===== config.mk =====
export PLATFORM = sky130hd
export DESIGN_NAME = shfc_fifo
export DESIGN_NICKNAME = d
export VERILOG_FILES = /design/src/shfc_pkg.sv /design/src/shfc_fifo.sv
export SDC_FILE = /design/constraint.sdc
export NUM_CORES = 1
export LEC_CHECK = 0
export ABC_CLOCK_PERIOD_IN_PS = 4450
export BUFFER_PORTS_ARGS = -buffer_cell sky130_fd_sc_hd__buf_2
export CORE_UTILIZATION = 51
export CTS_CLUSTER_DIAMETER = 60
export CTS_CLUSTER_SIZE = 10
export DETAILED_ROUTE_END_ITERATION = 10
export MAX_ROUTING_LAYER = met4
export PLACE_DENSITY = 0.77
export SYNTH_ARGS = -nofsm -noshare
export SYNTH_HDL_FRONTEND = slang
export SYNTH_SLANG_ARGS = --single-unit
export TNS_END_PERCENT = 1

===== constraint.sdc =====
create_clock -name clock -period 4.45 [get_ports clock]
set_clock_uncertainty 0.15 [all_clocks]
set_input_delay 0.2225 -clock clock [delete_from_list [all_inputs] [get_ports clock]]
set_output_delay 0.2225 -clock clock [all_outputs]
set_load 0.02 [all_outputs]

===== src/shfc_pkg.sv =====
// shfc_pkg: types, constants and the per-channel sharpen function for the
// 3x3 cross sharpening filter. Depends on nothing; every other file but shfc_ram imports it.
package shfc_pkg;

   // channel and field widths
   localparam int ChanW      = 8;
   localparam int MaxChan    = 3;
   localparam int RowW       = 12;
   localparam int ColOutW    = 10;
   localparam int WidthRegW  = 11;
   localparam int HeightRegW = 13;
   localparam int CsrDataW   = 13;
   localparam int CsrIdxW    = 2;

   // frame limits and register reset values
   localparam int MinDim      = 3;
   localparam int MaxHeight   = 4096;
   localparam int ResetWidth  = 640;
   localparam int ResetHeight = 480;
   localparam int ResetColor  = 1;

   // queue between front and back end
   localparam int QueueDepth = 4;
   localparam int CountW     = $clog2(QueueDepth + 1);

   // kernel centre weight and working width of the signed sum
   localparam int Gain = 5;
   localparam int SumW = 12;

   typedef enum logic [CsrIdxW-1:0] {
      CSR_FRAME_WIDTH  = 2'd0,
      CSR_FRAME_HEIGHT = 2'd1,
      CSR_COLOR_MODE   = 2'd2
   } csr_idx_type;

   // channel k of a pixel sits in element k
   typedef logic [MaxChan-1:0][ChanW-1:0] pix_type;

   // one classified pixel handed from front to back
   typedef struct packed {
      pix_type              up;
      pix_type              centre;
      pix_type              right;
      pix_type              left;
      pix_type              below;
      logic [MaxChan-1:0]   chan_en;
      logic                 border;
      logic                 extra;
      logic [RowW-1:0]      row;
      logic [ColOutW-1:0]   col;
   } job_type;

   // one result word
   typedef struct packed {
      logic [ChanW-1:0]   out_a;
      logic [ChanW-1:0]   out_b;
      logic [ChanW-1:0]   out_c;
      logic [RowW-1:0]    out_row;
      logic [ColOutW-1:0] out_col;
      logic               run_end;
   } rsp_type;

   // 5*centre minus the four neighbours, clipped to 0..255
   function automatic logic [ChanW-1:0] sharpen_chan(
      input logic [ChanW-1:0] centre,
      input logic [ChanW-1:0] left,
      input logic [ChanW-1:0] right,
      input logic [ChanW-1:0] up,
      input logic [ChanW-1:0] below
   );
      logic signed [SumW-1:0] acc;
      logic [ChanW-1:0]       res;
      acc = $signed(SumW'(Gain)) * $signed(SumW'(centre))
            - $signed(SumW'(left)) - $signed(SumW'(right))
            - $signed(SumW'(up)) - $signed(SumW'(below));
      if (acc < 0) begin
         res = '0;
      end else if (acc > $signed(SumW'(255))) begin
         res = '1;
      end else begin
         res = acc[ChanW-1:0];
      end
      return res;
   endfunction

endpackage


===== src/shfc_fifo.sv =====
// shfc_fifo: short queue of classified pixels between front and back end.
// Depends on shfc_pkg for the entry type.
module shfc_fifo #(
   parameter int DEPTH = 4
) (
   input  logic                         clock,
   input  logic                         reset,
   input  logic                         push,
   input  shfc_pkg::job_type            wdata,
   input  logic                         pop,
   output shfc_pkg::job_type            rdata,
   output logic                         not_empty,
   output logic [$clog2(DEPTH+1)-1:0]   count
);
   import shfc_pkg::*;

   localparam int PtrW = (DEPTH > 1) ? $clog2(DEPTH) : 1;
   localparam int CntW = $clog2(DEPTH + 1);

   job_type         mem [DEPTH];
   logic [PtrW-1:0] wr_ptr_ff;
   logic [PtrW-1:0] rd_ptr_ff;
   logic [CntW-1:0] count_ff;

   assign rdata     = mem[rd_ptr_ff];
   assign not_empty = count_ff != '0;
   assign count     = count_ff;

   // pointers and fill count
   always_ff @(posedge clock) begin
      if (reset) begin
         wr_ptr_ff <= '0;
         rd_ptr_ff <= '0;
         count_ff  <= '0;
      end else begin
         if (push) begin
            wr_ptr_ff <= (wr_ptr_ff == PtrW'(DEPTH - 1)) ? '0 : wr_ptr_ff + PtrW'(1);
         end
         if (pop) begin
            rd_ptr_ff <= (rd_ptr_ff == PtrW'(DEPTH - 1)) ? '0 : rd_ptr_ff + PtrW'(1);
         end
         if (push && !pop) begin
            count_ff <= count_ff + CntW'(1);
         end else if (pop && !push) begin
            count_ff <= count_ff - CntW'(1);
         end
      end
   end

   // entry storage
   always_ff @(posedge clock) begin
      if (push) begin
         mem[wr_ptr_ff] <= wdata;
      end
   end

`ifndef SYNTH
   // a word is never written into a full queue
   a_no_overflow: assert property (@(posedge clock) disable iff (reset)
      push |-> (count_ff < CntW'(DEPTH)))
      else $error("push into full queue");

   // a word is never taken from an empty queue
   a_no_underflow: assert property (@(posedge clock) disable iff (reset)
      pop |-> (count_ff != '0))
      else $error("pop from empty queue");
`endif

endmodule


==> run summary <==
The flow ran to the end, and the final reports show no timing, DRC or antenna violations. The total negative setup slack is 0 ns. The max-slew headroom at the worst pin is approximately 33%. The leakage power of the design is 0.00926 uW. The horizontal extent of the die is 209 um. The initial antenna violation count came out at 4. The via count of the first global-routing pass is ~11k. The startpoint-to-endpoint class of the critical path is register to output port. The arrival time of the worst setup path came out at 2.54 ns.

Of the total synthesized cell area, the portion taken by full adders, half adders and majority gates is 0.436%. The number of top-level pins is roughly 300. The net count after synthesis came out at 969.

Setup violations remaining at the end of the flow were counted as 0. The count of cells along the worst hold path came out at 2. The depth of the most critical reg-to-reg path is 4.

The cell class contributing the biggest share of worst-path delay is buffers and inverters. The height of the chip came out at between 200 and 250 um. The longest clock path from root to sink contains 3 buffers.

The net switching share of the total power is between 20% and 30%. The number of hold-slack violations in the final timing report is 0. The worst setup path is captured at an output port. In this run the tool buffered the top-level ports with 301 buffer cells. TritonCTS built the clock tree.

The final instance area is 27,200 um2. The standard cell area after detailed placement came out at 23,800 um2. The cell with the most instances after synthesis is edfxtp_1. The DRC marker count from the first detailed-route iteration is roughly 640.

The most used flip-flop cell after synthesis is edfxtp_1. The count of flip-flops with a built-in enable after synthesis is between 500 and 600. The power per cell area is 466 nW/um2. The endpoint identified for the worst register-to-register timing path is mem[0][6]. The internal power contribution is 9910 uW. In this run, flip-flops and latches consume 51.5% of the power. Ranked by instance count, the synthesized netlist is headed by edfxtp_1, mux4_2, buf_12, buf_2, dfxtp_1. The setup fix buffers added after clock tree synthesis came out at 0. In the routed layout, each cell is associated on average with a via count of ~5.5.

The number of clock buffers inserted by TritonCTS is 70. Clock tree synthesis selected as its root buffer the cell clkbuf_16. The length of the first detailed-routing pass in iterations is 7. The peak per-stage delay on the critical path is 0.77 ns. In the post-synthesis netlist, the biggest area contributors are edfxtp_1, mux4_2, buf_12, dfxtp_1, ha_1. The post-synthesis share of cell area spent on and, or, nand and nor gates is less than 1%.

The average wire length per cell after detail routing is 22.9 um. Along the worst path, the maximum fanout reaches 50. The final layout net count is approximately 1.5k. The cell area after synthesis is 21,800 um2. The total overflow left after global routing is 0. The clock reaches the later pin of the worst-skew pair after 0.56 ns. The portion of total power attributed to combinational logic came out at 10.0%.

The area share of the leading cell type in the synthesized netlist came out at between 80% and 90%. Cells with a size suffix above 1 make up a little over 40% of the layout. Across every metal layer, demand over resource in global routing totals between 20% and 30%. The synthesized design spends more area on one cell type than any other, namely edfxtp_1. After detailed routing, the number of remaining DRC violations is 0. For this run, the number of Yosys warnings is 0.

The starting utilization of the core area came out at 51.8%. Summing the areas of all compound-gate instances in the mapped netlist gives less than 1% of the synthesized area. The required time reported for the critical path endpoint is 4.08 ns. The worst setup slack for register-to-register paths came out at 2.07 ns. The final clock period utilization by the worst path is 65.5%. The floorplan has 75 rows.

The count of vias placed by the detailed router is 10.3k. The synthesized netlist devotes 0.0804% of its cell area to XOR and XNOR gates. The number of routed nets with antenna violations came out at 0.

The sink count of the clock tree came out at 597. By area, the combinational part of the netlist is dominated by multiplexers. Summing the sequential cell areas from Yosys gives approximately four fifths of the chip area. The total of flip-flops plus latches after synthesis came out at 597. The number of instances in the synthesized netlist is 811. The first-pass GRT wire length came out at around 65,000 um. The routability-driven placement congestion ratio came out at between 0.7 and 0.8.

The detailed-route wire length is 43,000 um. The final count of pins violating max slew came out at 0. The netlist uses 20 different library cells.

VDD sags by at most 0.353 mV. The clock input transition at the sequential cells of the worst setup and hold paths is 0.05 ns. The per-instance average area after synthesis came out at 26.9 um2. The final non-filler cell total came out at between 1.5k and 2k.

The deepest level of the CTS H-tree came out at 3. The area enclosed by the die boundary is approximately 44,000 um2. The number of max-cap violations is 0. For this design, the slowest cell found on the critical path is buf_4. Entering global routing, the biggest net connects 69 pins. The HPWL after detailed placement is roughly 24,000 um.

Setup repair after global routing left no endpoint under its margin. For hold timing, the worst endpoint is mem[2][59]. The count of placed standard cells including taps came out at 1,634.

The async set-or-reset flop fraction in the synthesized netlist is 0%. The portion of netlist area occupied by mux cells is 15.4%. The worst hold path begins at wdata[59]. The clock network accounts for between 30% and 40% of the total power. The startpoint identified for the worst register-to-register timing path is wr_ptr_ff[0].

For this design the total switching power over the nets is 2760 uW. The number of buffers and inverters on the critical path is 2. The actual slew at the worst max-slew pin came out at 1.01 ns.

Derived from the worst setup path, the maximum achievable clock frequency is 343 MHz. Walking the worst path, the cells encountered are buf_4 > mux4_2 > buf_2. The design draws 12,700 uW. The worst hold path belongs to the class input pin to register. The area of the core came out at 42,000 um2.

The synthesis-to-layout area growth is 24.8%. The time the worst path needs with I/O delays and setup came out at roughly 3 ns. The final hold slack came out at 0.253 ns. The kind of start point of the critical path is a register.
[cell type report]
| class | count | area, um2 |
|---|---|---|
| fill | 2707 | 14800 |
| clock inverter | 2 | 13.8 |
| timing repair buffer | 467 | 3220 |
| antenna | 4 | 10.0 |
| multi-input combinational | 177 | 3560 |
| tap | 539 | 674 |
| inverter | 4 | 15.0 |
| sequential | 597 | 17800 |
| clock buffer | 85 | 1870 |
[placed cells by master (no fill, tap or decap), drive strengths merged]
cell type      n
dfxtp          9
or3            2
ha             6
fa             1
xor2           2
a21oi          2
mux4         147
clkbuf        85
clkinv         1
inv            5
dlygate4sd3  150
mux2i          4
buf          317
and2           4
nor3b          1
nor2           7
edfxtp       588
o21ai          1
diode          4
[worst max-delay path by stage]
stage,endpoint,cells past startpoint,slack (ns),startpoint
after CTS,rdata[145],3,1.40,register
final,rdata[145],3,1.54,register
after global routing,rdata[145],3,1.31,register
after global placement,mem[0][35],4,2.03,wr_ptr_ff[0]
after detailed placement,mem[0][35],4,2.00,wr_ptr_ff[0]
after floorplan,mem[2][0],3,-0.13,wr_ptr_ff[0]
[registers in the layout (all words and copies together), names as in the netlist, named ones only]
| register | cells |
|---|---|
| mem | 588 |
| count | 3 |
| wr_ptr_ff | 2 |
| rd_ptr_ff | 2 |
[worst register-to-register path: cells and delay by family (launching register included)]
kind	cells	cell delay, ns
buffers and inverters	2	0.66
DFF	1	0.34
adders and majority gates	1	0.15
and+or+nand+nor	1	0.70
[metrics by stage]
stage	utilization [%]	worst slack, ns
floorplan	-	-0.128
global placement	56.6	2.03
finish	64.7	1.54
detailed placement	56.6	2.00
CTS	64.7	1.40
global route	64.7	1.31
[timing repair]
action                                 in CTS  in global routing
endpoints found under the hold margin     597                  0
resized for setup                           0                  0
hold buffers                              150                  0
[routing by layer]
| layer | part of all wire [%] | vias up | GRT usage (%) | routed length [um] |
|---|---|---|---|---|
| met3 | 7.9 | 64 | 5.77 | 3380 |
| met2 | 50 | 364 | 33.1 | 21500 |
| met4 | 1.7 | 0 | 6.82 | 739 |
| met1 | 40 | 5345 | 25.6 | 17300 |
| li1 | - | 4506 | - | - |
| met5 | 0 | - | - | 0 |
[cells by family after synthesis]
logic type | Yosys count
XOR/XNOR | 2
buffers and inverters | 37
adder cells (fa/ha/maj) | 7
AND/OR/NAND/NOR | 14
flip-flops | 597
multiplexers | 151
AO/OA/AOI/OAI | 3
[power groups by stage]
stage / clock network [uW] / registers (uW) / logic [uW]
6_report: 4870 / 6530 / 1270
5_1_grt: 5170 / 6540 / 1360
3_5_place_dp: 0 / 6640 / 1170
2_1_floorplan: 0 / 6630 / 769
4_1_cts: 4970 / 6530 / 1290
3_3_place_gp: 0 / 6620 / 1160
Power figures use the tool's default switching activity.
