<file path="src/shfc_pkg.sv">
// shfc_pkg: types, constants and the per-channel sharpen function for the
// 3x3 cross sharpening filter. Depends on nothing; every other file but shfc_ram imports it.
package shfc_pkg;

   // channel and field widths
   localparam int ChanW      = 8;
   localparam int MaxChan    = 3;
   localparam int RowW       = 12;
   localparam int ColOutW    = 10;
   localparam int WidthRegW  = 11;
   localparam int HeightRegW = 13;
   localparam int CsrDataW   = 13;
   localparam int CsrIdxW    = 2;

   // frame limits and register reset values
   localparam int MinDim      = 3;
   localparam int MaxHeight   = 4096;
   localparam int ResetWidth  = 640;
   localparam int ResetHeight = 480;
   localparam int ResetColor  = 1;

   // queue between front and back end
   localparam int QueueDepth = 4;
   localparam int CountW     = $clog2(QueueDepth + 1);

   // kernel centre weight and working width of the signed sum
   localparam int Gain = 5;
   localparam int SumW = 12;

   typedef enum logic [CsrIdxW-1:0] {
      CSR_FRAME_WIDTH  = 2'd0,
      CSR_FRAME_HEIGHT = 2'd1,
      CSR_COLOR_MODE   = 2'd2
   } csr_idx_type;

   // channel k of a pixel sits in element k
   typedef logic [MaxChan-1:0][ChanW-1:0] pix_type;

   // one classified pixel handed from front to back
   typedef struct packed {
      pix_type              up;
      pix_type              centre;
      pix_type              right;
      pix_type              left;
      pix_type              below;
      logic [MaxChan-1:0]   chan_en;
      logic                 border;
      logic                 extra;
      logic [RowW-1:0]      row;
      logic [ColOutW-1:0]   col;
   } job_type;

   // one result word
   typedef struct packed {
      logic [ChanW-1:0]   out_a;
      logic [ChanW-1:0]   out_b;
      logic [ChanW-1:0]   out_c;
      logic [RowW-1:0]    out_row;
      logic [ColOutW-1:0] out_col;
      logic               run_end;
   } rsp_type;

   // 5*centre minus the four neighbours, clipped to 0..255
   function automatic logic [ChanW-1:0] sharpen_chan(
      input logic [ChanW-1:0] centre,
      input logic [ChanW-1:0] left,
      input logic [ChanW-1:0] right,
      input logic [ChanW-1:0] up,
      input logic [ChanW-1:0] below
   );
      logic signed [SumW-1:0] acc;
      logic [ChanW-1:0]       res;
      acc = $signed(SumW'(Gain)) * $signed(SumW'(centre))
            - $signed(SumW'(left)) - $signed(SumW'(right))
            - $signed(SumW'(up)) - $signed(SumW'(below));
      if (acc < 0) begin
         res = '0;
      end else if (acc > $signed(SumW'(255))) begin
         res = '1;
      end else begin
         res = acc[ChanW-1:0];
      end
      return res;
   endfunction

endpackage

</file>
<file path="src/shfc_if.sv">


interface shfc_rsp_if;
   import shfc_pkg::*;
   logic               valid;
   logic               ready;
   logic [ChanW-1:0]   out_a;
   logic [ChanW-1:0]   out_b;
   logic [ChanW-1:0]   out_c;
   logic [RowW-1:0]    out_row;
   logic [ColOutW-1:0] out_col;
   logic               run_end;
   modport source (output valid, out_a, out_b, out_c, out_row, out_col, run_end,
                   input ready);
   modport sink   (input valid, out_a, out_b, out_c, out_row, out_col, run_end,
                   output ready);
endinterface


</file>
<file path="src/shfc_back.sv">
// shfc_back: computes the sharpened channels of queued pixels and drives the
// result channel through an output register. Depends on shfc_pkg and shfc_if.
module shfc_back (
   input  logic                clock,
   input  logic                reset,
   input  shfc_pkg::job_type   job,
   input  logic                job_valid,
   output logic                pop,
   shfc_rsp_if.source          rsp
);
   import shfc_pkg::*;

   rsp_type                        out_ff;
   rsp_type                        out_in;
   logic                           out_valid_ff;
   logic                           out_valid_in;
   logic                           phase_ff;
   logic                           phase_in;
   logic                           load;
   logic [MaxChan-1:0][ChanW-1:0]  vals;

   // output register is free or being emptied this cycle
   assign load = job_valid && (!out_valid_ff || rsp.ready);

   // per-channel kernel, borders and unused channels give zero
   always_comb begin
      for (int k = 0; k < MaxChan; k++) begin
         if (job.border || !job.chan_en[k]) begin
            vals[k] = '0;
         end else begin
            vals[k] = sharpen_chan(job.centre[k], job.left[k], job.right[k],
                                   job.up[k], job.below[k]);
         end
      end
   end

   // sequencing: filtered pixel first, then the zero border on the last row
   always_comb begin
      out_in       = out_ff;
      out_valid_in = out_valid_ff;
      phase_in     = phase_ff;
      pop          = 1'b0;
      if (out_valid_ff && rsp.ready) begin
         out_valid_in = 1'b0;
      end
      if (load) begin
         out_valid_in   = 1'b1;
         out_in.out_col = job.col;
         if (!phase_ff) begin
            out_in.out_a   = vals[0];
            out_in.out_b   = vals[1];
            out_in.out_c   = vals[2];
            out_in.out_row = job.row - RowW'(1);
            out_in.run_end = !job.extra;
            if (job.extra) begin
               phase_in = 1'b1;
            end else begin
               pop = 1'b1;
            end
         end else begin
            out_in.out_a   = '0;
            out_in.out_b   = '0;
            out_in.out_c   = '0;
            out_in.out_row = job.row;
            out_in.run_end = 1'b1;
            phase_in       = 1'b0;
            pop            = 1'b1;
         end
      end
   end

   // control state
   always_ff @(posedge clock) begin
      if (reset) begin
         out_valid_ff <= 1'b0;
         phase_ff     <= 1'b0;
      end else begin
         out_valid_ff <= out_valid_in;
         phase_ff     <= phase_in;
      end
   end

   // result payload
   always_ff @(posedge clock) begin
      out_ff <= out_in;
   end

   assign rsp.valid   = out_valid_ff;
   assign rsp.out_a   = out_ff.out_a;
   assign rsp.out_b   = out_ff.out_b;
   assign rsp.out_c   = out_ff.out_c;
   assign rsp.out_row = out_ff.out_row;
   assign rsp.out_col = out_ff.out_col;
   assign rsp.run_end = out_ff.run_end;

`ifndef SYNTH
   // a pixel halfway through its two results stays at the queue head
   a_phase_holds: assert property (@(posedge clock) disable iff (reset)
      phase_ff |-> job_valid)
      else $error("second result pending with empty queue");

   // the border result on the last row closes its run
   a_second_ends: assert property (@(posedge clock) disable iff (reset)
      (load && phase_ff) |=> (out_valid_ff && out_ff.run_end))
      else $error("second result without run end");
`endif

endmodule

</file>
<file path="src/flat_wrapper.sv">
// flat-port wrapper written by rule: the top's interface ports become plain ports
module shfc_back_flat import shfc_pkg::*;
  (clock, reset, job, job_valid, pop, rsp_valid, rsp_out_a, rsp_out_b, rsp_out_c, rsp_out_row, rsp_out_col, rsp_run_end, rsp_ready);
  shfc_rsp_if rsp_i ();
  input  logic clock;
  input  logic reset;
  input  shfc_pkg::job_type job;
  input  logic job_valid;
  output logic pop;
  output wire logic [$bits(rsp_i.valid)-1:0] rsp_valid;
  output wire logic [$bits(rsp_i.out_a)-1:0] rsp_out_a;
  output wire logic [$bits(rsp_i.out_b)-1:0] rsp_out_b;
  output wire logic [$bits(rsp_i.out_c)-1:0] rsp_out_c;
  output wire logic [$bits(rsp_i.out_row)-1:0] rsp_out_row;
  output wire logic [$bits(rsp_i.out_col)-1:0] rsp_out_col;
  output wire logic [$bits(rsp_i.run_end)-1:0] rsp_run_end;
  input wire logic [$bits(rsp_i.ready)-1:0] rsp_ready;
  assign rsp_valid = rsp_i.valid;
  assign rsp_out_a = rsp_i.out_a;
  assign rsp_out_b = rsp_i.out_b;
  assign rsp_out_c = rsp_i.out_c;
  assign rsp_out_row = rsp_i.out_row;
  assign rsp_out_col = rsp_i.out_col;
  assign rsp_run_end = rsp_i.run_end;
  assign rsp_i.ready = rsp_ready;
  shfc_back u_core (.clock(clock), .reset(reset), .job(job), .job_valid(job_valid), .pop(pop), .rsp(rsp_i));
endmodule
</file>
<file path="config.mk">
export PLATFORM = sky130hd
export DESIGN_NAME = shfc_back_flat
export DESIGN_NICKNAME = d
export VERILOG_FILES = /design/src/shfc_pkg.sv /design/src/shfc_if.sv /design/src/shfc_back.sv /design/src/flat_wrapper.sv
export SDC_FILE = /design/constraint.sdc
export NUM_CORES = 1
export LEC_CHECK = 0
export BUFFER_PORTS_ARGS = -buffer_cell sky130_fd_sc_hd__buf_2
export CAP_MARGIN = 20
export CELL_PAD_IN_SITES_DETAIL_PLACEMENT = 2
export CELL_PAD_IN_SITES_GLOBAL_PLACEMENT = 2
export CORE_UTILIZATION = 32
export CTS_CLUSTER_DIAMETER = 60
export DETAILED_ROUTE_END_ITERATION = 6
export PLACE_DENSITY = 0.95
export SLEW_MARGIN = 20
export SYNTH_ARGS = -nofsm -noshare
export SYNTH_HDL_FRONTEND = slang
export SYNTH_SLANG_ARGS = --single-unit
export TNS_END_PERCENT = 30
</file>
<file path="constraint.sdc">
create_clock -name clock -period 4.26 [get_ports clock]
set_input_delay 0.213 -clock clock [delete_from_list [all_inputs] [get_ports clock]]
set_output_delay 0.213 -clock clock [all_outputs]
set_load 0.01 [all_outputs]
</file>
==> impl_metrics.yaml <==
synthesis:
  synthArstFlopShare: 0
  synth-main-ff-cell: "edfxtp_1"
  syn-instance-count: 619
  synth_area_um2: 6190
  syn_nets: 912
  ys_warn_count: 0
  ys_ff_latch: 49
  yosysUniqueCellTypes: 52
  postSynthAreaPerCell_um2: 10.0
  synth_edf_count: 47
  synth_seq_area_share: 0.234
global_route:
  grt.total_usage: 0.206
  grt_pass1_wl_um: 31300
  grt_pass1_vias: 6098
  antenna_found_initial: 0
  grt_max_degree: 48
  grt_overflow: 0
sta:
  layout_worst_path_cycle_share: 0.936
  fin_skew_ns: 0.00725
  slew_violations: 0
  worst_pin_slew_ns: 0.519
  relSlewSlack: 0.645
  rsz0062_at_grt: "false"
  fmax_ghz: 0.251
  hold_violations: 0
  finalSetupViolations: 0
  min_period_ns: 3.99
placed_design:
  gp_congestion: 0.815
  port_buffers: 199
  dp.final_hpwl_um: 17800
  place_area_um2: 7510
layout:
  antenna_cells: 0
  final_cell_mix: "199 x buf_2, 160 x inv_1, 75 x fa_1, 67 x ha_1, 47 x edfxtp_1"
  nNetsFinal: 1117
  final_util: 0.409
  finish.instance_area_um2: 7690
  layout-drive-gt1-share: 0.280
  final_common_cell: "buf_2"
  area_growth_pct: 24.2
critical_path:
  critPathTopFamily: "adder cells"
  cp_slowest_stage_delay_ns: 0.53
  critPathSlowestCell: "a2111oi_0"
  crit_fanout: 8
  critPathKind: "in2reg"
  crit_top_cell: "ha_1"
  worstPathArrival_ns: 4.04
  crit_chain: "buf_2 > ha_1 > ha_1 > fa_1 > a21o_1 > a21oi_1 > xor2_1 > fa_1 > inv_1 > ha_1 > a2111oi_0 > nand2_1 > o211ai_1 > nand3_2 > o21a_1"
  crit_path_end_kind: "flip-flop"
  crit_required_ns: 4.31
  critPathBufInv: 2
  start_kind: "input pin"
route:
  drtAntennaViolNets: 0
  drc: 0
  vias: 5176
  dr.pass1.iters: 4
  viasPerCell: 4.77
  routed_wl_um: 19900
  route.detailed.wl_per_inst_um: 18.3
  drt_iter0_markers: 123
pwr:
  irDropWorstVdd_mv: 0.179
  powerDensity_nw_per_um2: 482
  p_leak_nw: 3.97
floorplan:
  io_pins: 200
  die_w_um: 141
  num_rows: 50
  dieArea_um2: 19900
  core_um2: 18800
  initial_utilization: 0.329
  die_h_um: 141
clocking:
  clk-insertion-delay-late_ns: 0.31
  htreeDepth: 2
  cts_setup_buffers: 0
  numCtsBuffers: 5
  clkTransAtPathRegs_ns: 0.08
  cts_root_buf: "clkbuf_16"
  clock_sinks: 49
  clockBufferDepth: 2
  cts_tree: "done"
outcome:
  outcome: "finished clean"
run:
  maxCapViolCount: 0
hold_path:
  hp-class: "in2reg"
layer usage:
layer / global-route usage / routed length, um / vias to the layer above
met4: 0.0681 / 480 / 0
met1: 0.197 / 6790 / 2571
met3: 0.0431 / 1210 / 30
met5: 0 / 0 / -
met2: 0.426 / 11400 / 164
li1: - / - / 2411
stage by stage:
step / instances / setup slack [ns] / power [W] / TNS [ns] / hold slack, ns
after global routing: 1085 / 0.0495 / 0.00406 / 0 / 0.0613
after global placement: 1076 / 0.145 / 0.00303 / 0 / 0.390
after floorplan: 619 / 0.519 / 0.00251 / 0 / 0.282
after detailed placement: 1076 / -0.101 / 0.00327 / -1.51 / 0.392
after CTS: 1084 / 0.215 / 0.00374 / 0 / 0.0618
final: 1085 / 0.271 / 0.00371 / 0 / 0.0763
power by group:
group	switching [W]	internal (W)
Sequential	0.0000159	0.000595
Clock	0.000210	0.000226
Combinational	0.00157	0.00109
synthesized netlist by cell type (all sizes together), types with 8 or more instances:
cell | instances | area, um^2
a21oi | 42 | 218
a21o | 8 | 60.1
nand3 | 9 | 60.1
xor2 | 24 | 210
o21a | 25 | 188
xnor2 | 28 | 245
nor2 | 25 | 93.8
o21ai | 14 | 73.8
edfxtp | 47 | 1410
nand2 | 26 | 97.6
ha | 67 | 838
inv | 161 | 604
o211ai | 8 | 83.8
fa | 75 | 1500
worst paths after layout:
kind                                      start                                end  slack, ns  cells past startpoint
setup reg to reg   u_core.phase_ff$_SDFFE_PP0P_  u_core.rsp.out_a[6]$_SDFFCE_PP0P_       2.57                      3
setup / recovery                       job[108]  u_core.rsp.out_b[2]$_SDFFCE_PP0P_       0.27                     15
hold reg to reg   u_core.rsp.valid$_SDFFE_PP0P_      u_core.rsp.valid$_SDFFE_PP0P_       0.52                      2
hold / removal                           job[7]    u_core.rsp.out_col[7]$_DFFE_PP_       0.08                      1
layout make-up:
class                   instances  area (um^2)
fillers                      2103        11100
multi-input cells             407         4140
flip-flops and latches         49         1450
repair buffers                200         1020
inverters                     161          604
well taps                     260          325
clock buffers                   5          125
clock inverters                 3         28.8
sequential cells by signal, indices dropped and copies added, names as in the netlist:
register            count
u_core.rsp.out_row     12
u_core.rsp.out_col     10
u_core.rsp.out_a        8
u_core.rsp.out_b        8
u_core.rsp.out_c        8
u_core.phase_ff         1
u_core.rsp.run_end      1
u_core.rsp.valid        1
cells by family after synthesis:
group,synth area share
buf+inv,0.0988
fa+ha+maj,0.378
compound gates,0.133
simple gates,0.0737
xor+xnor,0.0735
flops,0.234
mux,0.00868
repair_timing:
action | in CTS | in global routing
resized for setup | 0 | 2
endpoints found under the setup margin | 0 | 16
hold buffers | 0 | 0
(Power assumes the default switching activity.)
